$ cat config.mk
export PLATFORM = sky130hd
export DESIGN_NAME = divisor_sum_by_factorization_top
export DESIGN_NICKNAME = d
export VERILOG_FILES = /design/src/design/dsf_pkg.sv /design/src/design/dsf_divider.sv /design/src/design/dsf_multiplier.sv /design/src/design/dsf_datapath.sv /design/src/design/dsf_ctrl.sv /design/src/design/divisor_sum_by_factorization_top.sv
export SDC_FILE = /design/constraint.sdc
export NUM_CORES = 1
export LEC_CHECK = 0
export BUFFER_PORTS_ARGS = -buffer_cell sky130_fd_sc_hd__clkbuf_2
export CORE_AREA = 2 2 269 271
export CTS_CLUSTER_SIZE = 14
export DETAILED_ROUTE_END_ITERATION = 8
export DIE_AREA = 0 0 271 273
export GPL_TIMING_DRIVEN = 0
export PLACE_DENSITY = 0.63
export SLEW_MARGIN = 10
export SYNTH_ARGS = -nofsm -noshare
export SYNTH_HDL_FRONTEND = slang
export SYNTH_SLANG_ARGS = --single-unit
$ cat constraint.sdc
create_clock -name clk_i -period 17.6 [get_ports clk_i]
set_input_delay 3.52 -clock clk_i [delete_from_list [all_inputs] [get_ports clk_i]]
set_output_delay 3.52 -clock clk_i [all_outputs]
set_load 0.005 [all_outputs]
$ cat src/design/dsf_pkg.sv
`timescale 1ns / 1ps
// ----------------------------------------------------------------------------
// dsf_pkg: shared types and constants for the divisor-sum block
// Holds the default number width and the command and status bundles that
// pass between the controller and the datapath.
// ----------------------------------------------------------------------------
package dsf_pkg;

  // Default width of the input number.
  localparam int NUMBER_BITS_DEF = 32;

  // Operand pairing for the shared serial multiplier.
  typedef enum logic [1:0] {
    MSEL_POWER_CAND = 2'd0,
    MSEL_TOTAL_GEO  = 2'd1,
    MSEL_TOTAL_REST = 2'd2
  } mul_sel_e;

  // Commands from the controller; each flag is a single-cycle pulse, while mul_sel is held.
  typedef struct packed {
    logic     load;
    logic     sq;
    logic     div_start;
    logic     div_take;
    logic     mul_start;
    logic     mul_take;
    logic     next_cand;
    logic     out_load;
    mul_sel_e mul_sel;
  } dsf_cmd_t;

  // Status returned by the datapath.
  typedef struct packed {
    logic sq_le_rest;
    logic rest_gt1;
    logic div_busy;
    logic rem_zero;
    logic mul_busy;
  } dsf_stat_t;

endpackage

$ cat src/design/dsf_divider.sv
`timescale 1ns / 1ps
// ----------------------------------------------------------------------------
// dsf_divider: bit-serial restoring divider
// Produces one quotient bit per cycle; quotient and remainder are valid once
// busy falls.
// ----------------------------------------------------------------------------
module dsf_divider #(
  parameter int DIVIDEND_BITS = 32,
  parameter int DIVISOR_BITS  = 17
) (
  input  logic                     clk_i,
  input  logic                     rst_ni,
  input  logic                     start_i,
  input  logic [DIVIDEND_BITS-1:0] dividend_i,
  input  logic [DIVISOR_BITS-1:0]  divisor_i,
  output logic                     busy_o,
  output logic [DIVIDEND_BITS-1:0] quotient_o,
  output logic [DIVISOR_BITS-1:0]  remainder_o
);

  localparam int CNT_BITS = $clog2(DIVIDEND_BITS + 1);

  logic                     busy_q;
  logic [CNT_BITS-1:0]      cnt_q;
  logic [DIVIDEND_BITS-1:0] quo_q;
  logic [DIVISOR_BITS-1:0]  rem_q;
  logic [DIVISOR_BITS-1:0]  dvs_q;
  logic [DIVISOR_BITS:0]    trial;
  logic [DIVISOR_BITS:0]    diff;
  logic                     fits;

  // Shift the next dividend bit into the partial remainder and try a subtract.
  assign trial = {rem_q, quo_q[DIVIDEND_BITS-1]};
  assign diff  = trial - {1'b0, dvs_q};
  assign fits  = (trial >= {1'b0, dvs_q});

  // Step counter and busy flag.
  always_ff @(posedge clk_i or negedge rst_ni) begin
    if (!rst_ni) begin
      busy_q <= 1'b0;
      cnt_q  <= '0;
    end else if (start_i) begin
      busy_q <= 1'b1;
      cnt_q  <= CNT_BITS'(DIVIDEND_BITS);
    end else if (busy_q) begin
      cnt_q <= cnt_q - CNT_BITS'(1);
      if (cnt_q == CNT_BITS'(1)) begin
        busy_q <= 1'b0;
      end
    end
  end

  // Quotient and remainder registers.
  always_ff @(posedge clk_i) begin
    if (start_i) begin
      quo_q <= dividend_i;
      rem_q <= '0;
      dvs_q <= divisor_i;
    end else if (busy_q) begin
      if (fits) begin
        rem_q <= diff[DIVISOR_BITS-1:0];
        quo_q <= {quo_q[DIVIDEND_BITS-2:0], 1'b1};
      end else begin
        rem_q <= trial[DIVISOR_BITS-1:0];
        quo_q <= {quo_q[DIVIDEND_BITS-2:0], 1'b0};
      end
    end
  end

  assign busy_o      = busy_q;
  assign quotient_o  = quo_q;
  assign remainder_o = rem_q;

endmodule

$ cat src/design/dsf_multiplier.sv
`timescale 1ns / 1ps
// ----------------------------------------------------------------------------
// dsf_multiplier: shift-and-add serial multiplier
// Consumes one bit of the B operand per cycle and stops early once the
// remaining B bits are all zero. The product is kept to A_BITS bits.
// ----------------------------------------------------------------------------
module dsf_multiplier #(
  parameter int A_BITS = 35,
  parameter int B_BITS = 33
) (
  input  logic              clk_i,
  input  logic              rst_ni,
  input  logic              start_i,
  input  logic [A_BITS-1:0] a_i,
  input  logic [B_BITS-1:0] b_i,
  output logic              busy_o,
  output logic [A_BITS-1:0] product_o
);

  logic              busy_q;
  logic [A_BITS-1:0] acc_q;
  logic [A_BITS-1:0] a_sh_q;
  logic [B_BITS-1:0] b_sh_q;
  logic              b_left;

  assign b_left = (b_sh_q != '0);

  // Busy until every set bit of B has been consumed.
  always_ff @(posedge clk_i or negedge rst_ni) begin
    if (!rst_ni) begin
      busy_q <= 1'b0;
    end else if (start_i) begin
      busy_q <= 1'b1;
    end else if (busy_q && !b_left) begin
      busy_q <= 1'b0;
    end
  end

  // Accumulate the shifted A operand for each set bit of B.
  always_ff @(posedge clk_i) begin
    if (start_i) begin
      acc_q  <= '0;
      a_sh_q <= a_i;
      b_sh_q <= b_i;
    end else if (busy_q && b_left) begin
      if (b_sh_q[0]) begin
        acc_q <= acc_q + a_sh_q;
      end
      a_sh_q <= {a_sh_q[A_BITS-2:0], 1'b0};
      b_sh_q <= {1'b0, b_sh_q[B_BITS-1:1]};
    end
  end

  assign busy_o    = busy_q;
  assign product_o = acc_q;

endmodule

$ cat src/design/dsf_datapath.sv
`timescale 1ns / 1ps
// ----------------------------------------------------------------------------
// dsf_datapath: factorization datapath
// Holds the remaining value, trial candidate, running product and geometric
// sum, plus the serial divider and serial multiplier that work on them.
// ----------------------------------------------------------------------------
module dsf_datapath import dsf_pkg::*; #(
  parameter int NUMBER_BITS = NUMBER_BITS_DEF
) (
  input  logic                   clk_i,
  input  logic                   rst_ni,
  input  logic [NUMBER_BITS-1:0] number_in_i,
  input  dsf_cmd_t               cmd_i,
  output dsf_stat_t              stat_o,
  output logic [NUMBER_BITS+2:0] divisor_sum_o
);

  localparam int SUM_BITS  = NUMBER_BITS + 3;
  localparam int CAND_BITS = (NUMBER_BITS + 1) / 2 + 1;
  localparam int SQ_BITS   = 2 * CAND_BITS;
  localparam int MB_BITS   = NUMBER_BITS + 1;

  logic [NUMBER_BITS-1:0] rest_q;
  logic [CAND_BITS-1:0]   cand_q;
  logic [SQ_BITS-1:0]     square_q;
  logic [SUM_BITS-1:0]    total_q;
  logic [NUMBER_BITS-1:0] power_q;
  logic [MB_BITS-1:0]     geo_q;
  logic [SUM_BITS-1:0]    sum_q;

  logic                   div_busy;
  logic [NUMBER_BITS-1:0] div_quo;
  logic [CAND_BITS-1:0]   div_rem;

  logic [SUM_BITS-1:0]    mul_a;
  logic [MB_BITS-1:0]     mul_b;
  logic                   mul_busy;
  logic [SUM_BITS-1:0]    mul_prod;

  // Trial division of the remaining value by the current candidate.
  dsf_divider #(
    .DIVIDEND_BITS(NUMBER_BITS),
    .DIVISOR_BITS (CAND_BITS)
  ) u_div (
    .clk_i      (clk_i),
    .rst_ni     (rst_ni),
    .start_i    (cmd_i.div_start),
    .dividend_i (rest_q),
    .divisor_i  (cand_q),
    .busy_o     (div_busy),
    .quotient_o (div_quo),
    .remainder_o(div_rem)
  );

  // Operand selection for the shared multiplier.
  always_comb begin
    case (cmd_i.mul_sel)
      MSEL_POWER_CAND: begin
        mul_a = SUM_BITS'(power_q);
        mul_b = MB_BITS'(cand_q);
      end
      MSEL_TOTAL_GEO: begin
        mul_a = total_q;
        mul_b = geo_q;
      end
      MSEL_TOTAL_REST: begin
        mul_a = total_q;
        mul_b = MB_BITS'(rest_q) + MB_BITS'(1);
      end
      default: begin
        mul_a = total_q;
        mul_b = '0;
      end
    endcase
  end

  dsf_multiplier #(
    .A_BITS(SUM_BITS),
    .B_BITS(MB_BITS)
  ) u_mul (
    .clk_i    (clk_i),
    .rst_ni   (rst_ni),
    .start_i  (cmd_i.mul_start),
    .a_i      (mul_a),
    .b_i      (mul_b),
    .busy_o   (mul_busy),
    .product_o(mul_prod)
  );

  // Working registers, updated by controller commands.
  always_ff @(posedge clk_i) begin
    if (cmd_i.load) begin
      rest_q  <= number_in_i;
      cand_q  <= CAND_BITS'(2);
      total_q <= SUM_BITS'(number_in_i != '0);
      power_q <= NUMBER_BITS'(1);
      geo_q   <= MB_BITS'(1);
    end
    if (cmd_i.next_cand) begin
      cand_q  <= (cand_q == CAND_BITS'(2)) ? CAND_BITS'(3) : cand_q + CAND_BITS'(2);
      power_q <= NUMBER_BITS'(1);
      geo_q   <= MB_BITS'(1);
    end
    if (cmd_i.sq) begin
      square_q <= SQ_BITS'(cand_q) * SQ_BITS'(cand_q);
    end
    if (cmd_i.div_take) begin
      rest_q <= div_quo;
    end
    if (cmd_i.mul_take) begin
      case (cmd_i.mul_sel)
        MSEL_POWER_CAND: begin
          power_q <= mul_prod[NUMBER_BITS-1:0];
          geo_q   <= geo_q + mul_prod[MB_BITS-1:0];
        end
        MSEL_TOTAL_GEO, MSEL_TOTAL_REST: begin
          total_q <= mul_prod;
        end
        default: begin
          total_q <= total_q;
        end
      endcase
    end
    if (cmd_i.out_load) begin
      sum_q <= total_q;
    end
  end

  // Status back to the controller.
  assign stat_o.sq_le_rest = (square_q <= SQ_BITS'(rest_q));
  assign stat_o.rest_gt1   = (rest_q > NUMBER_BITS'(1));
  assign stat_o.div_busy   = div_busy;
  assign stat_o.rem_zero   = (div_rem == '0);
  assign stat_o.mul_busy   = mul_busy;

  assign divisor_sum_o = sum_q;

endmodule

$ cat src/design/dsf_ctrl.sv
`timescale 1ns / 1ps
// ----------------------------------------------------------------------------
// dsf_ctrl: sequencing controller
// Walks the trial candidates, runs the divide and multiply steps and manages
// the input and output handshakes.
// ----------------------------------------------------------------------------
module dsf_ctrl import dsf_pkg::*; (
  input  logic      clk_i,
  input  logic      rst_ni,
  input  logic      in_valid_i,
  output logic      in_ready_o,
  output logic      out_valid_o,
  input  logic      out_ready_i,
  input  dsf_stat_t stat_i,
  output dsf_cmd_t  cmd_o
);

  typedef enum logic [3:0] {
    S_IDLE,
    S_SQ,
    S_SQ_WAIT,
    S_CMP,
    S_DIV_GO,
    S_DIV_WAIT,
    S_MUL_GO,
    S_MUL_WAIT,
    S_OUT,
    S_PUSH
  } state_e;

  state_e   state_q;
  dsf_cmd_t cmd_q;
  mul_sel_e msel_q;
  logic     found_q;
  logic     out_valid_q;

  // State, command pulses and output valid. A command issued here is carried
  // out by the datapath at the end of the following cycle.
  always_ff @(posedge clk_i or negedge rst_ni) begin
    if (!rst_ni) begin
      state_q     <= S_IDLE;
      cmd_q       <= '0;
      msel_q      <= MSEL_POWER_CAND;
      found_q     <= 1'b0;
      out_valid_q <= 1'b0;
    end else begin
      cmd_q         <= '0;
      cmd_q.mul_sel <= msel_q;
      if (out_valid_q && out_ready_i) begin
        out_valid_q <= 1'b0;
      end
      case (state_q)
        S_IDLE: begin
          if (in_valid_i) begin
            found_q <= 1'b0;
            state_q <= S_SQ;
          end
        end
        S_SQ: begin
          cmd_q.sq <= 1'b1;
          state_q  <= S_SQ_WAIT;
        end
        S_SQ_WAIT: begin
          state_q <= S_CMP;
        end
        // Divide while the candidate squared fits in the remaining value.
        S_CMP: begin
          if (stat_i.sq_le_rest) begin
            cmd_q.div_start <= 1'b1;
            state_q         <= S_DIV_GO;
          end else if (stat_i.rest_gt1) begin
            cmd_q.mul_start <= 1'b1;
            cmd_q.mul_sel   <= MSEL_TOTAL_REST;
            msel_q          <= MSEL_TOTAL_REST;
            state_q         <= S_MUL_GO;
          end else begin
            state_q <= S_OUT;
          end
        end
        S_DIV_GO: begin
          state_q <= S_DIV_WAIT;
        end
        S_DIV_WAIT: begin
          if (!stat_i.div_busy) begin
            if (stat_i.rem_zero) begin
              cmd_q.div_take  <= 1'b1;
              cmd_q.mul_start <= 1'b1;
              cmd_q.mul_sel   <= MSEL_POWER_CAND;
              msel_q          <= MSEL_POWER_CAND;
              found_q         <= 1'b1;
              state_q         <= S_MUL_GO;
            end else if (found_q) begin
              cmd_q.mul_start <= 1'b1;
              cmd_q.mul_sel   <= MSEL_TOTAL_GEO;
              msel_q          <= MSEL_TOTAL_GEO;
              state_q         <= S_MUL_GO;
            end else begin
              cmd_q.next_cand <= 1'b1;
              state_q         <= S_SQ;
            end
          end
        end
        S_MUL_GO: begin
          state_q <= S_MUL_WAIT;
        end
        S_MUL_WAIT: begin
          if (!stat_i.mul_busy) begin
            cmd_q.mul_take <= 1'b1;
            case (msel_q)
              MSEL_POWER_CAND: begin
                cmd_q.div_start <= 1'b1;
                state_q         <= S_DIV_GO;
              end
              MSEL_TOTAL_GEO: begin
                cmd_q.next_cand <= 1'b1;
                found_q         <= 1'b0;
                state_q         <= S_SQ;
              end
              default: begin
                state_q <= S_OUT;
              end
            endcase
          end
        end
        // Load the output register once it is free or being freed.
        S_OUT: begin
          if (!out_valid_q || out_ready_i) begin
            cmd_q.out_load <= 1'b1;
            state_q        <= S_PUSH;
          end
        end
        S_PUSH: begin
          out_valid_q <= 1'b1;
          state_q     <= S_IDLE;
        end
        default: begin
          state_q <= S_IDLE;
        end
      endcase
    end
  end

  // The number is loaded at the accepting edge itself, so the load command
  // goes straight out instead of through the command register.
  always_comb begin
    cmd_o      = cmd_q;
    cmd_o.load = in_valid_i && (state_q == S_IDLE);
  end

  assign in_ready_o  = (state_q == S_IDLE);
  assign out_valid_o = out_valid_q;

endmodule

$ cat src/design/divisor_sum_by_factorization_top.sv
`timescale 1ns / 1ps
// ----------------------------------------------------------------------------
// divisor_sum_by_factorization_top: sum of divisors by trial factorization
// Returns sigma(n), the sum of all positive divisors of the input number.
// ----------------------------------------------------------------------------
// Usage:
//   The input channel (in_valid_i/in_ready_o, number_in_i) takes one number
//   per transfer; the output channel (out_valid_o/out_ready_i,
//   divisor_sum_o) returns exactly one sum per number, in order. An input of
//   zero returns zero.
//   One number is worked at a time. Each trial candidate (2, then odd
//   numbers) is tested by the bit-serial divider, which yields one
//   quotient bit per cycle; candidates run until the candidate squared
//   exceeds the remaining value, up to about 2^(NUMBER_BITS/2 - 1) of
//   them. Each found factor costs a further division and a serial multiply.
//   Reset returns the block to idle with no result pending.
//   The finished sum sits in an output register, so a stalled receiver does
//   not stop the next number from being taken; the following result waits
//   until the previous one has been transferred.
// ----------------------------------------------------------------------------
module divisor_sum_by_factorization_top import dsf_pkg::*; #(
  parameter int NUMBER_BITS = NUMBER_BITS_DEF
) (
  input  logic                   clk_i,
  input  logic                   rst_ni,
  input  logic                   in_valid_i,
  output logic                   in_ready_o,
  input  logic [NUMBER_BITS-1:0] number_in_i,
  output logic                   out_valid_o,
  input  logic                   out_ready_i,
  output logic [NUMBER_BITS+2:0] divisor_sum_o
);

  dsf_cmd_t  cmd;
  dsf_stat_t stat;

  // Sequencing and handshakes.
  dsf_ctrl u_ctrl (
    .clk_i      (clk_i),
    .rst_ni     (rst_ni),
    .in_valid_i (in_valid_i),
    .in_ready_o (in_ready_o),
    .out_valid_o(out_valid_o),
    .out_ready_i(out_ready_i),
    .stat_i     (stat),
    .cmd_o      (cmd)
  );

  // Arithmetic and working registers.
  dsf_datapath #(
    .NUMBER_BITS(NUMBER_BITS)
  ) u_dp (
    .clk_i        (clk_i),
    .rst_ni       (rst_ni),
    .number_in_i  (number_in_i),
    .cmd_i        (cmd),
    .stat_o       (stat),
    .divisor_sum_o(divisor_sum_o)
  );

endmodule

### Word-level counts from Yosys, hierarchy flattened

Index checks and enable logic that the tools add are counted.

| storage, ports and cells | value |
|---|---|
| flip-flop bits (word level) | 410 |
| output and inout port bits | 37 |
| input bits | 36 |
| logic and storage cells | 164 |

| cells by class | value |
|---|---|
| equal/unequal tests | 23 |
| reductions and logical operators | 25 |
| add/subtract/negate cells | 6 |
| multipliers | 1 |
| magnitude comparators | 3 |
| mux-type cells | 79 |

Operators with widths:

| cell | count |
|---|---|
| two-way mux 32 bit | 8 |
| two-way mux 33 bit | 6 |
| two-way mux 35 bit | 5 |
| case mux 33 bit (3 select lines) | 1 |
| case mux 35 bit (2 select lines) | 1 |
| two-way mux 17 bit | 4 |
| case mux 4 bit (9 select lines) | 1 |
| adder 35 bit | 1 |
| less-or-equal comparator 34 x 32 -> 1 bit | 1 |
| multiplier 17 x 17 -> 34 bit | 1 |
| adder 32 x 1 -> 33 bit, second input constant | 1 |
| adder 33 bit | 1 |
| nonzero test 33 bit | 1 |
| > comparator 32 x 1 -> 1 bit, second input constant | 1 |
| nonzero test 32 bit | 1 |
| two-way mux 1 bit | 30 |
| two-way mux 4 bit | 6 |
| >= comparator 18 x 17 -> 1 bit | 1 |
| adder 17 x 2 -> 17 bit, second input constant | 1 |
| == test 17 x 2 -> 1 bit, second input constant | 1 |
| logical NOT 17 bit | 1 |
| subtractor 17 bit | 1 |
| == test 4 x 3 -> 1 bit, second input constant | 4 |
| two-way mux 2 bit | 7 |
| other kinds (28) | 51 |

### Longest topological paths before layout

Gate-level depths: netlist of run 1.

| logic depth | value |
|---|---|
| depth in word-level cells | 6 |
| mapped depth | 26 |
| mapped depth without buffers | 24 |

### By module

Synthesis of run 1 repeated with hierarchy kept, for this count alone.

| second synthesis, totals | value |
|---|---|
| cell total of the unflattened synthesis | 3058 |
| area, all modules | 30996.0 µm² |

Modules (own cells, without submodules):

| module | area an instance (µm²) | cells each | seq. area each (µm²) | instances |
|---|---|---|---|---|
| dsf_datapath | 20119.3 | 2052 | 5865.6 | 1 |
| dsf_multiplier | 6198.4 | 584 | 2767.7 | 1 |
| dsf_divider | 3817.4 | 334 | 1986.9 | 1 |
| dsf_ctrl | 860.8 | 88 | 375.4 | 1 |

### Worst setup path before layout of run 1

Ideal clock, no wire load.

| path | value |
|---|---|
| path type | register to register |
| start | register u_dp.cand_q[5] |
| end | register u_dp.square_q[32], data pin |
| setup time | 0.258 ns |
| data arrival time | 6.299 ns |
| stages on the path, launching flop included | 23 |
| period minus slack after synthesis | 6.556 ns |
| slack | 11.044 ns |
| data required time | 17.342 ns |
| path buffers | 2 |
| path through | edfxtp_1 > clkbuf_1 > buf_1 > nand2_1 > fa_1 > inv_1 > fa_1 > fa_1 > fa_1 > fa_1 > inv_1 > fa_1 > inv_1 > ha_1 > a21oi_1 > o21ai_0 > a32oi_1 > a31oi_1 > and3_1 > a221oi_1 > o2111ai_1 > a21oi_1 > xnor2_1 |

| between the ends | value |
|---|---|
| cells in the longest elaborated chain, start to end | 1 |

RTL lines:

| element | RTL line | text |
|---|---|---|
| start: declaration | dsf_datapath.sv:24 | `logic [CAND_BITS-1:0] cand_q;` |
| start signal: assignment | dsf_datapath.sv:100 | `cand_q <= (cand_q == CAND_BITS'(2)) ? CAND_BITS'(3) : cand_q + CAND_BITS'(2);` |
| multiplier 17 x 17 -> 34 bit | dsf_datapath.sv:105 | `square_q <= SQ_BITS'(cand_q) * SQ_BITS'(cand_q);` |
| end signal: assignment | dsf_datapath.sv:105 |  |
| end: declaration | dsf_datapath.sv:25 | `logic [SQ_BITS-1:0] square_q;` |

No other way between the ends.
A chain may end at the register's enable or synchronous reset.

### Worst setup path after layout of run 1

| path | value |
|---|---|
| start | register u_dp.cand_q[7] |
| end | register u_dp.square_q[32], data pin |

The elaborated chain is that of the path after synthesis.

==> results.txt, run 1 <==
Status = complete, no violations
Placer Congestion = 0.9191
Average wire per cell in the routed design = 19.71 µm
Total count of max-transition violations in the final report = 0
Cell at the root of the clock tree = sky130_fd_sc_hd__clkbuf_16
Iteration-0 DRC Markers = 2060
Antenna violations before repair = 0
Required time at the worst-slack endpoint = 17.91 ns
Area of the multi-input gates = 17290 µm²
Post-synthesis cell type count = 87
Hold violation total from the final report = 0
Share of the synthesized area in the top cell type = 0.2674
Endpoint type of the worst setup path = flip-flop
Path class of the lowest-slack min-delay path = reg -> reg
Antenna viol nets, final = 0
Drt pass-1 iters = 7
Cell with the most instances on the worst path = sky130_fd_sc_hd__fa_1
Vias per cell = 5.491
Fraction of registers with async set or reset after synthesis = 0.05623
Final clock period utilization by the worst path = 0.4741
Estimated wirelength of the detail-placed design = 63.00 mm
Top fanout value on the critical path = 10
Post-detailed-routing wire length = 82.70 mm
Tmin final = 8.345 ns
Number of top-level pins = 73
FILL cells = 6747
Maximum clock rate = 119.8 MHz
Cell Chain, Critical Path = clkbuf_1 -> clkbuf_1 -> nand2_1 -> fa_1 -> inv_1 -> fa_1 -> fa_1 -> fa_1 -> fa_1 -> inv_1 -> fa_1 -> inv_1 -> ha_1 -> a21oi_1 -> o21ai_0 -> a32oi_1 -> and2_1 -> o21ai_0 -> a221oi_1 -> o2111ai_1 -> a21oi_1 -> xnor2_1
Crit-path leading delay family = adder cells
I/O Buffers = 72
Setup clock skew after layout = 0.02080 ns
Mapped Area = 30200 µm²
Portion of the post-synthesis area used by sequential elements = 0.3640
Crit Path Class = reg -> reg
Unrepaired setup endpoints after global routing = false
Via count = 23033
Ratio of cells with drive above 1 in the final layout = 0.06965
Global route overflow = 0
Area growth, synth to finish = 9.917%
Most used DFF post-synth = sky130_fd_sc_hd__edfxtp_1
Startpoint type of the worst setup path = flip-flop
Number of buffer and inverter stages on the critical path = 5
Top layer reached by signal wires = met4
Worst Tran Pin Value = 1.240 ns
Library cell occupying the most area in the post-synthesis netlist = sky130_fd_sc_hd__edfxtp_1
H-tree level count = 2
Synth Instances = 3093
Reg area = 11000 µm²
Area enclosed by the die boundary = 73980 µm²
Row cnt = 98
Final TNS setup = 0 ns
Count leader, synth = sky130_fd_sc_hd__nand2_1
Placeable core region = 71000 µm²
Critical path's largest stage delay = 0.73 ns
Max clock buf depth = 3
Number of enable flip-flop cells after synthesis = 269
MaxCap Viol Count = 0
Final routed DRC violation total = 0
Final-report setup violation count = 0
Register bit count reported by yosys = 409
Starting utilization of the core area = 0.4254
Clock slew seen by the registers of the worst setup and hold paths = 0.07 ns
Die Height = 273 µm
Number of instances resized during post-cts repair = 0
Post-CTS setup buffer count = 0
Total clock buffers created by CTS = 43
Maximum number of pins on one net before global-route repair = 36
Vias in the first global route = 22645
Dominant cells by area after synthesis = sky130_fd_sc_hd__edfxtp_1 27%, sky130_fd_sc_hd__fa_1 13%, sky130_fd_sc_hd__ha_1 9.7%
Wire length of the first global-routing pass = 130.1 mm
GR Util All Layers = 0.2235
Synth Area per Inst = 9.765 µm²
Data arrival time at the worst-slack endpoint = 8.66 ns
Synthesis warning total = 0
Post-Route M1 WL = 37.55 mm
Synth cell count leaders = 383 x sky130_fd_sc_hd__nand2_1, 378 x sky130_fd_sc_hd__inv_1, 269 x sky130_fd_sc_hd__edfxtp_1, 235 x sky130_fd_sc_hd__ha_1, 198 x sky130_fd_sc_hd__fa_1
Clock tree from TritonCTS = done
Layout net count = 3681
Number of hold-repair buffers added at the cts stage = 0
Normalized max-slew margin = 0.1735
Clk Latency, worst-skew pair = 0.58 ns
Met2 wire length = 38.64 mm
Sum of met3 wire segment lengths after detailed routing = 4.326 mm
Net count of the mapped netlist = 3562
Critical Path Slowest Stage Cell = sky130_fd_sc_hd__clkbuf_1
Clock tree sinks = 409
Number of inserted diodes = 0
Die width = 271 µm
final timing paths:
check | start | end | slack [ns] | cells past startpoint
setup / recovery | u_dp.cand_q[7] | u_dp.square_q[32] | 9.26 | 22
setup reg to reg | u_dp.cand_q[7] | u_dp.square_q[32] | 9.26 | 22
min in group asynchronous | rst_ni | u_dp.u_div.cnt_q[2] | 2.95 | 1
hold reg to reg | u_dp.power_q[28] | u_dp.power_q[28] | 0.45 | 2
max in group asynchronous | rst_ni | u_ctrl.cmd_o[2] | 14.19 | 1
hold / removal | u_dp.power_q[28] | u_dp.power_q[28] | 0.45 | 2
metrics by stage:
| stage | utilization | hold WS, ns | std cells | setup WS [ns] | area (µm²) |
|---|---|---|---|---|---|
| after floorplan | - | 0.4244 | 3093 | 11.04 | 30200 |
| after global placement | 0.4473 | 0.4411 | 4115 | 9.395 | 31750 |
| after detailed placement | 0.4477 | 0.4446 | 4116 | 9.452 | 31790 |
| after CTS | 0.4672 | 0.4548 | 4194 | 9.401 | 33170 |
| after global routing | 0.4676 | 0.4743 | 4195 | 8.993 | 33200 |
| final | 0.4676 | 0.4512 | 4195 | 9.255 | 33200 |
kinds of logic after synthesis:
| logic type | after synthesis | synth area share |
|---|---|---|
| simple gates | 950 | 0.1458 |
| buf+inv | 513 | 0.06388 |
| fa+ha+maj | 433 | 0.2286 |
| xor+xnor | 144 | 0.04176 |
| compound gates | 533 | 0.1164 |
| mux | 111 | 0.03952 |
| flops | 409 | 0.3640 |
registers in the layout, summed over array words and instances (netlist names), 4 cells and up:
signal	cells
u_dp.geo_q	33
u_dp.cand_q	17
u_ctrl.cmd_o	9
u_dp.square_q	33
u_dp.u_mul.b_sh_q	33
u_dp.u_div.remainder_o	17
u_dp.u_div.dvs_q	17
u_dp.u_div.quotient_o	32
u_dp.total_q	35
u_dp.divisor_sum_o	35
u_dp.u_mul.a_sh_q	35
u_dp.u_div.cnt_q	6
u_dp.power_q	32
u_dp.rest_q	32
u_dp.u_mul.product_o	35
u_ctrl.state_q	4
worst register-to-register path: cells and delay by family (launching register included):
kind	cells	cell delay, ns
simple gates	2	0.44
fa+ha+maj	7	3.59
compound gates	7	1.77
xor+xnor	1	0.09
flops	1	0.61
buf+inv	5	1.58
cell usage in the layout (no fill, tap or decap), types with 103 or more instances in the layout:
| cell type | netlist | final |
|---|---|---|
| sky130_fd_sc_hd__nand2_1 | 383 | 382 |
| sky130_fd_sc_hd__inv_1 | 378 | 378 |
| sky130_fd_sc_hd__edfxtp_1 | 269 | 269 |
| sky130_fd_sc_hd__ha_1 | 235 | 235 |
| sky130_fd_sc_hd__fa_1 | 198 | 198 |
| sky130_fd_sc_hd__nor2_1 | 178 | 178 |
| sky130_fd_sc_hd__a21oi_1 | 164 | 164 |
| sky130_fd_sc_hd__clkbuf_1 | 113 | 123 |
| sky130_fd_sc_hd__nand3_1 | 117 | 117 |
| sky130_fd_sc_hd__dfxtp_1 | 117 | 117 |
| sky130_fd_sc_hd__xnor2_1 | 103 | 103 |
metal layers:
metal / up-vias / GRT usage
met4: 0 / 0.06092
li1: 10904 / -
met3: 126 / 0.02645
met2: 657 / 0.3680
met5: - / 0
met1: 11346 / 0.3118
final cells by class:
type,count,area share
timing repair buffer,74,0.01229
clock inverter,21,0.005879
buffer,133,0.01515
multi-input combinational,2171,0.5208
tap,950,0.03580
sequential,409,0.3313
clock buffer,57,0.03588
inverter,380,0.04296
Power of run 1 is not shown: default switching activity piles up to over one toggle a cycle in this logic, so the estimate is an artifact.
==> inputs of run 2 (changes only) <==
Settings changed: ABC_AREA set to 1, CORE_AREA 2 2 269 271 to 2 2 278 280, DIE_AREA 0 0 271 273 to 0 0 280 282, PLACE_DENSITY 0.63 to 0.65.
Clock period 17.6 ns to 7.3 ns, I/O delays scaled along.
==> run 2 against run 1 <==
Register-to-register slack lost 8.9 ns. Synthesized cell count rose by 31%. Final cell count up 24%. Non-clock buffer count down 8. Fmax up 20%. Clock skew is 0.0015 ns higher. Critical path depth fell by 3. Sequential share of layout area fell by 2.3 points. Global-route usage is 3.5 points higher. Critical endpoint is now u_dp.square_q[26].
==> results.txt, run 2 <==
Share of the synthesized area in the top cell type = 0.2487 (-0.01877)
Row cnt = 101 (+3.1%)
Mapped Area = 32480 µm² (+7.5%)
Number of inserted diodes = 0 (unchanged)
Tmin final = 6.963 ns (-1.382 ns)
Total count of max-transition violations in the final report = 0 (unchanged)
Total clock buffers created by CTS = 46 (+7.0%)
Normalized max-slew margin = 0.2022 (+0.02871)
Antenna violations before repair = 3 (+3)
Final routed DRC violation total = 0 (unchanged)
Worst Tran Pin Value = 1.197 ns (-0.04307 ns)
Final TNS setup = 0 ns (unchanged)
Status = complete, no violations
Hold violation total from the final report = 0 (unchanged)
Cell Chain, Critical Path = buf_4 -> clkbuf_1 -> nand2_1 -> fa_1 -> inv_1 -> fa_1 -> fa_1 -> fa_1 -> fa_1 -> inv_1 -> fa_1 -> inv_1 -> ha_1 -> a21oi_1 -> o21ai_0 -> a21oi_1 -> o211ai_1 -> a21oi_1 -> xnor2_1
RR Startpoint = u_dp.cand_q[4]
Ratio of cells with drive above 1 in the final layout = 0.06531 (-0.004336)
FILL cells = 7534 (+12%)
Path class of the lowest-slack min-delay path = reg -> reg
Clock slew seen by the registers of the worst setup and hold paths = 0.06 ns (about the same)
Clock tree sinks = 409 (unchanged)
Antenna viol nets, final = 0 (unchanged)
Most used DFF post-synth = sky130_fd_sc_hd__edfxtp_1
Data arrival time at the worst-slack endpoint = 7.30 ns (-1.36 ns)
Unrepaired setup endpoints after global routing = false
Highest-count cells in the layout ignoring fill and taps = 911 x sky130_fd_sc_hd__nand2_1, 723 x sky130_fd_sc_hd__inv_1, 334 x sky130_fd_sc_hd__o21ai_0, 280 x sky130_fd_sc_hd__nor2_1, 269 x sky130_fd_sc_hd__edfxtp_1
Dominant cells by area after synthesis = sky130_fd_sc_hd__edfxtp_1 25%, sky130_fd_sc_hd__fa_1 12%, sky130_fd_sc_hd__nand2_1 11%
Terminating pin of the worst hold path = u_dp.power_q[0]
Cell with the most instances on the worst path = sky130_fd_sc_hd__fa_1
H-tree level count = 2 (unchanged)
Global routing usage on met3 = 0.03679 (+0.01034)
Iteration-0 DRC Markers = 2805 (+36%)
Area growth, synth to finish = 10.00% (about the same)
Post-synthesis cell type count = 64 (-26%)
Clock tree from TritonCTS = done
Synth cell count leaders = 912 x sky130_fd_sc_hd__nand2_1, 724 x sky130_fd_sc_hd__inv_1, 334 x sky130_fd_sc_hd__o21ai_0, 280 x sky130_fd_sc_hd__nor2_1, 269 x sky130_fd_sc_hd__edfxtp_1
Final clock period utilization by the worst path = 0.9539 (+0.4797)
Instance count along the most critical hold path = 2 (unchanged)
Top fanout value on the critical path = 10 (unchanged)
Number of enable flip-flop cells after synthesis = 269 (unchanged)
Hold_sp = u_dp.power_q[0]
Die width = 280 µm (+3.3%)
Crit Path Class = reg -> reg
Fraction of registers with async set or reset after synthesis = 0.05623 (unchanged)
Die Height = 282 µm (+3.3%)
Layout net count = 4657 (+27%)
MaxCap Viol Count = 0 (unchanged)
Endpoint type of the worst setup path = flip-flop
Crit-path leading delay family = adder cells
Register bit count reported by yosys = 409 (unchanged)
Vias in the first global route = 27179 (+20%)
Critical Path Slowest Stage Cell = sky130_fd_sc_hd__fa_1
Maximum clock rate = 143.6 MHz (+20%)
Vias per cell = 5.371 (-2.2%)
Number of top-level pins = 73 (unchanged)
Post-layout instance count excluding filler cells = 5204 (+24%)
Worst-case reg-to-reg path depth = 19 (-14%)
Reg-to-reg endpoint = u_dp.square_q[26]
Most frequent standard cell in the layout excluding fill and tap cells = sky130_fd_sc_hd__nand2_1
Reg area = 11000 µm² (unchanged)
Estimated wirelength of the detail-placed design = 81.00 mm (+29%)
Placer Congestion = 0.9965 (+8.4%)
Post-Place Cells = 5119 (+24%)
Global-route track usage on met1 = 0.3640 (+0.05224)
Maximum number of pins on one net before global-route repair = 46 (+28%)
Synth Instances = 4065 (+31%)
Area of the multi-input gates = 18180 µm² (+5.2%)
Number of buffer and inverter stages on the critical path = 5 (unchanged)
Via count = 27951 (+21%)
Synth Area per Inst = 7.991 µm² (-18%)
Drt pass-1 iters = 7 (unchanged)
Critical path's largest stage delay = 0.58 ns (-0.15 ns)
Net count of the mapped netlist = 4534 (+27%)
Core Util, Final = 0.4721 (+0.004432)
Wire length of the first global-routing pass = 157.1 mm (+21%)
Placeable core region = 75700 µm² (+6.6%)
Starting utilization of the core area = 0.4291 (+0.003697)
Most heavily used metal layer in global routing = met2
Clk Latency, worst-skew pair = 0.59 ns (about the same)
Cell at the root of the clock tree = sky130_fd_sc_hd__clkbuf_16
Startpoint type of the worst setup path = flip-flop
Global route overflow = 0 (unchanged)
Worst hold slack across all endpoints = 0.4779 ns (+0.02676 ns)
Setup clock skew after layout = 0.02232 ns (+0.001525 ns)
Library cell occupying the most area in the post-synthesis netlist = sky130_fd_sc_hd__edfxtp_1
R2R setup slack = 0.34 ns (-8.92 ns)
Max clock buf depth = 3 (unchanged)
I/O Buffers = 72 (unchanged)
GR Util All Layers = 0.2581 (+0.03460)
Post-detailed-routing wire length = 100.4 mm (+21%)
Fraction of met2 tracks used by global routing = 0.4085 (+0.04046)
Number of hold-repair buffers added at the cts stage = 0 (unchanged)
Portion of the post-synthesis area used by sequential elements = 0.3385 (-0.02555)
Required time at the worst-slack endpoint = 7.63 ns (-10.28 ns)
Area enclosed by the die boundary = 78960 µm² (+6.7%)
Final-report setup violation count = 0 (unchanged)
Average wire per cell in the routed design = 19.29 µm (-2.2%)
Synthesis warning total = 0 (unchanged)
Count leader, synth = sky130_fd_sc_hd__nand2_1
==> run 2: changes by cell type after synthesis, sizes merged, moves of 44 or more <==
cell   before  now
nand2     383  926
and2       68    3
xnor2     103   28
inv       379  738
mux2i      45    1
nand3     117  233
o21ai     103  366
mux2       66    0
nor2      178  288
==> run 2: worst max path at each step <==
stage          cells after the start       startpoint  slack, ns                end
2_1_floorplan                     20   u_dp.cand_q[5]       1.46  u_dp.square_q[26]
3_3_place_gp                      19   u_dp.cand_q[7]      -0.09  u_dp.square_q[26]
3_5_place_dp                      19   u_dp.cand_q[7]      -0.09  u_dp.square_q[26]
4_1_cts                           19   u_dp.cand_q[6]       0.08  u_dp.square_q[26]
5_1_grt                           19  u_dp.cand_q[15]       0.04  u_dp.square_q[26]
6_report                          19   u_dp.cand_q[4]       0.34  u_dp.square_q[26]
==> run 2: repair_timing <==
| item | in CTS | in global routing |
|---|---|---|
| gates cloned | 0 | 0 |
| endpoints found under the setup margin | 1 | 8 |
| buffers inserted | 0 | 2 |
| gates resized for setup | 2 | 12 |
==> run 2: area by class of cell <==
type,count,share of cell area
Clock inverter,23,0.006828
Timing Repair Buffer,78,0.01268
Tap cell,978,0.03424
Multi-Input combinational cell,2791,0.5088
Sequential cell,409,0.3078
Buffer,121,0.01488
Inverter,741,0.07784
Clock buffer,63,0.03691
==> run 2: per-stage QoR <==
step | setup WS (ns) | instance area, µm²
after global routing | 0.03680 | 35730
after CTS | 0.08093 | 35720
after detailed placement | -0.08995 | 34160
after global placement | -0.09092 | 34070
final | 0.3369 | 35730
after floorplan | 1.458 | 32480
==> run 2: tightest hold or removal path, delay by kind of cell, from the launching register on <==
family	cells	cell delay (ns)
AO/OA/AOI/OAI	1	0.08
flip-flops	1	0.32
buffers and inverters	1	0.05
==> run 2: kinds of logic after synthesis <==
logic type,synth area share
and+or+nand+nor,0.2096
muxes,0.0003082
adders and majority gates,0.2125
buffers and inverters,0.1020
AOI/OAI and AO/OA,0.1171
xor gates and xnor gates,0.01995
DFF,0.3385
==> run 2: routing by layer <==
metal	vias to the layer above	wire [µm]
met4	2	3382
met5	-	9
met2	1036	44880
met1	13287	44620
li1	13449	-
met3	177	7488
Power of run 2 is left out for the same reason.
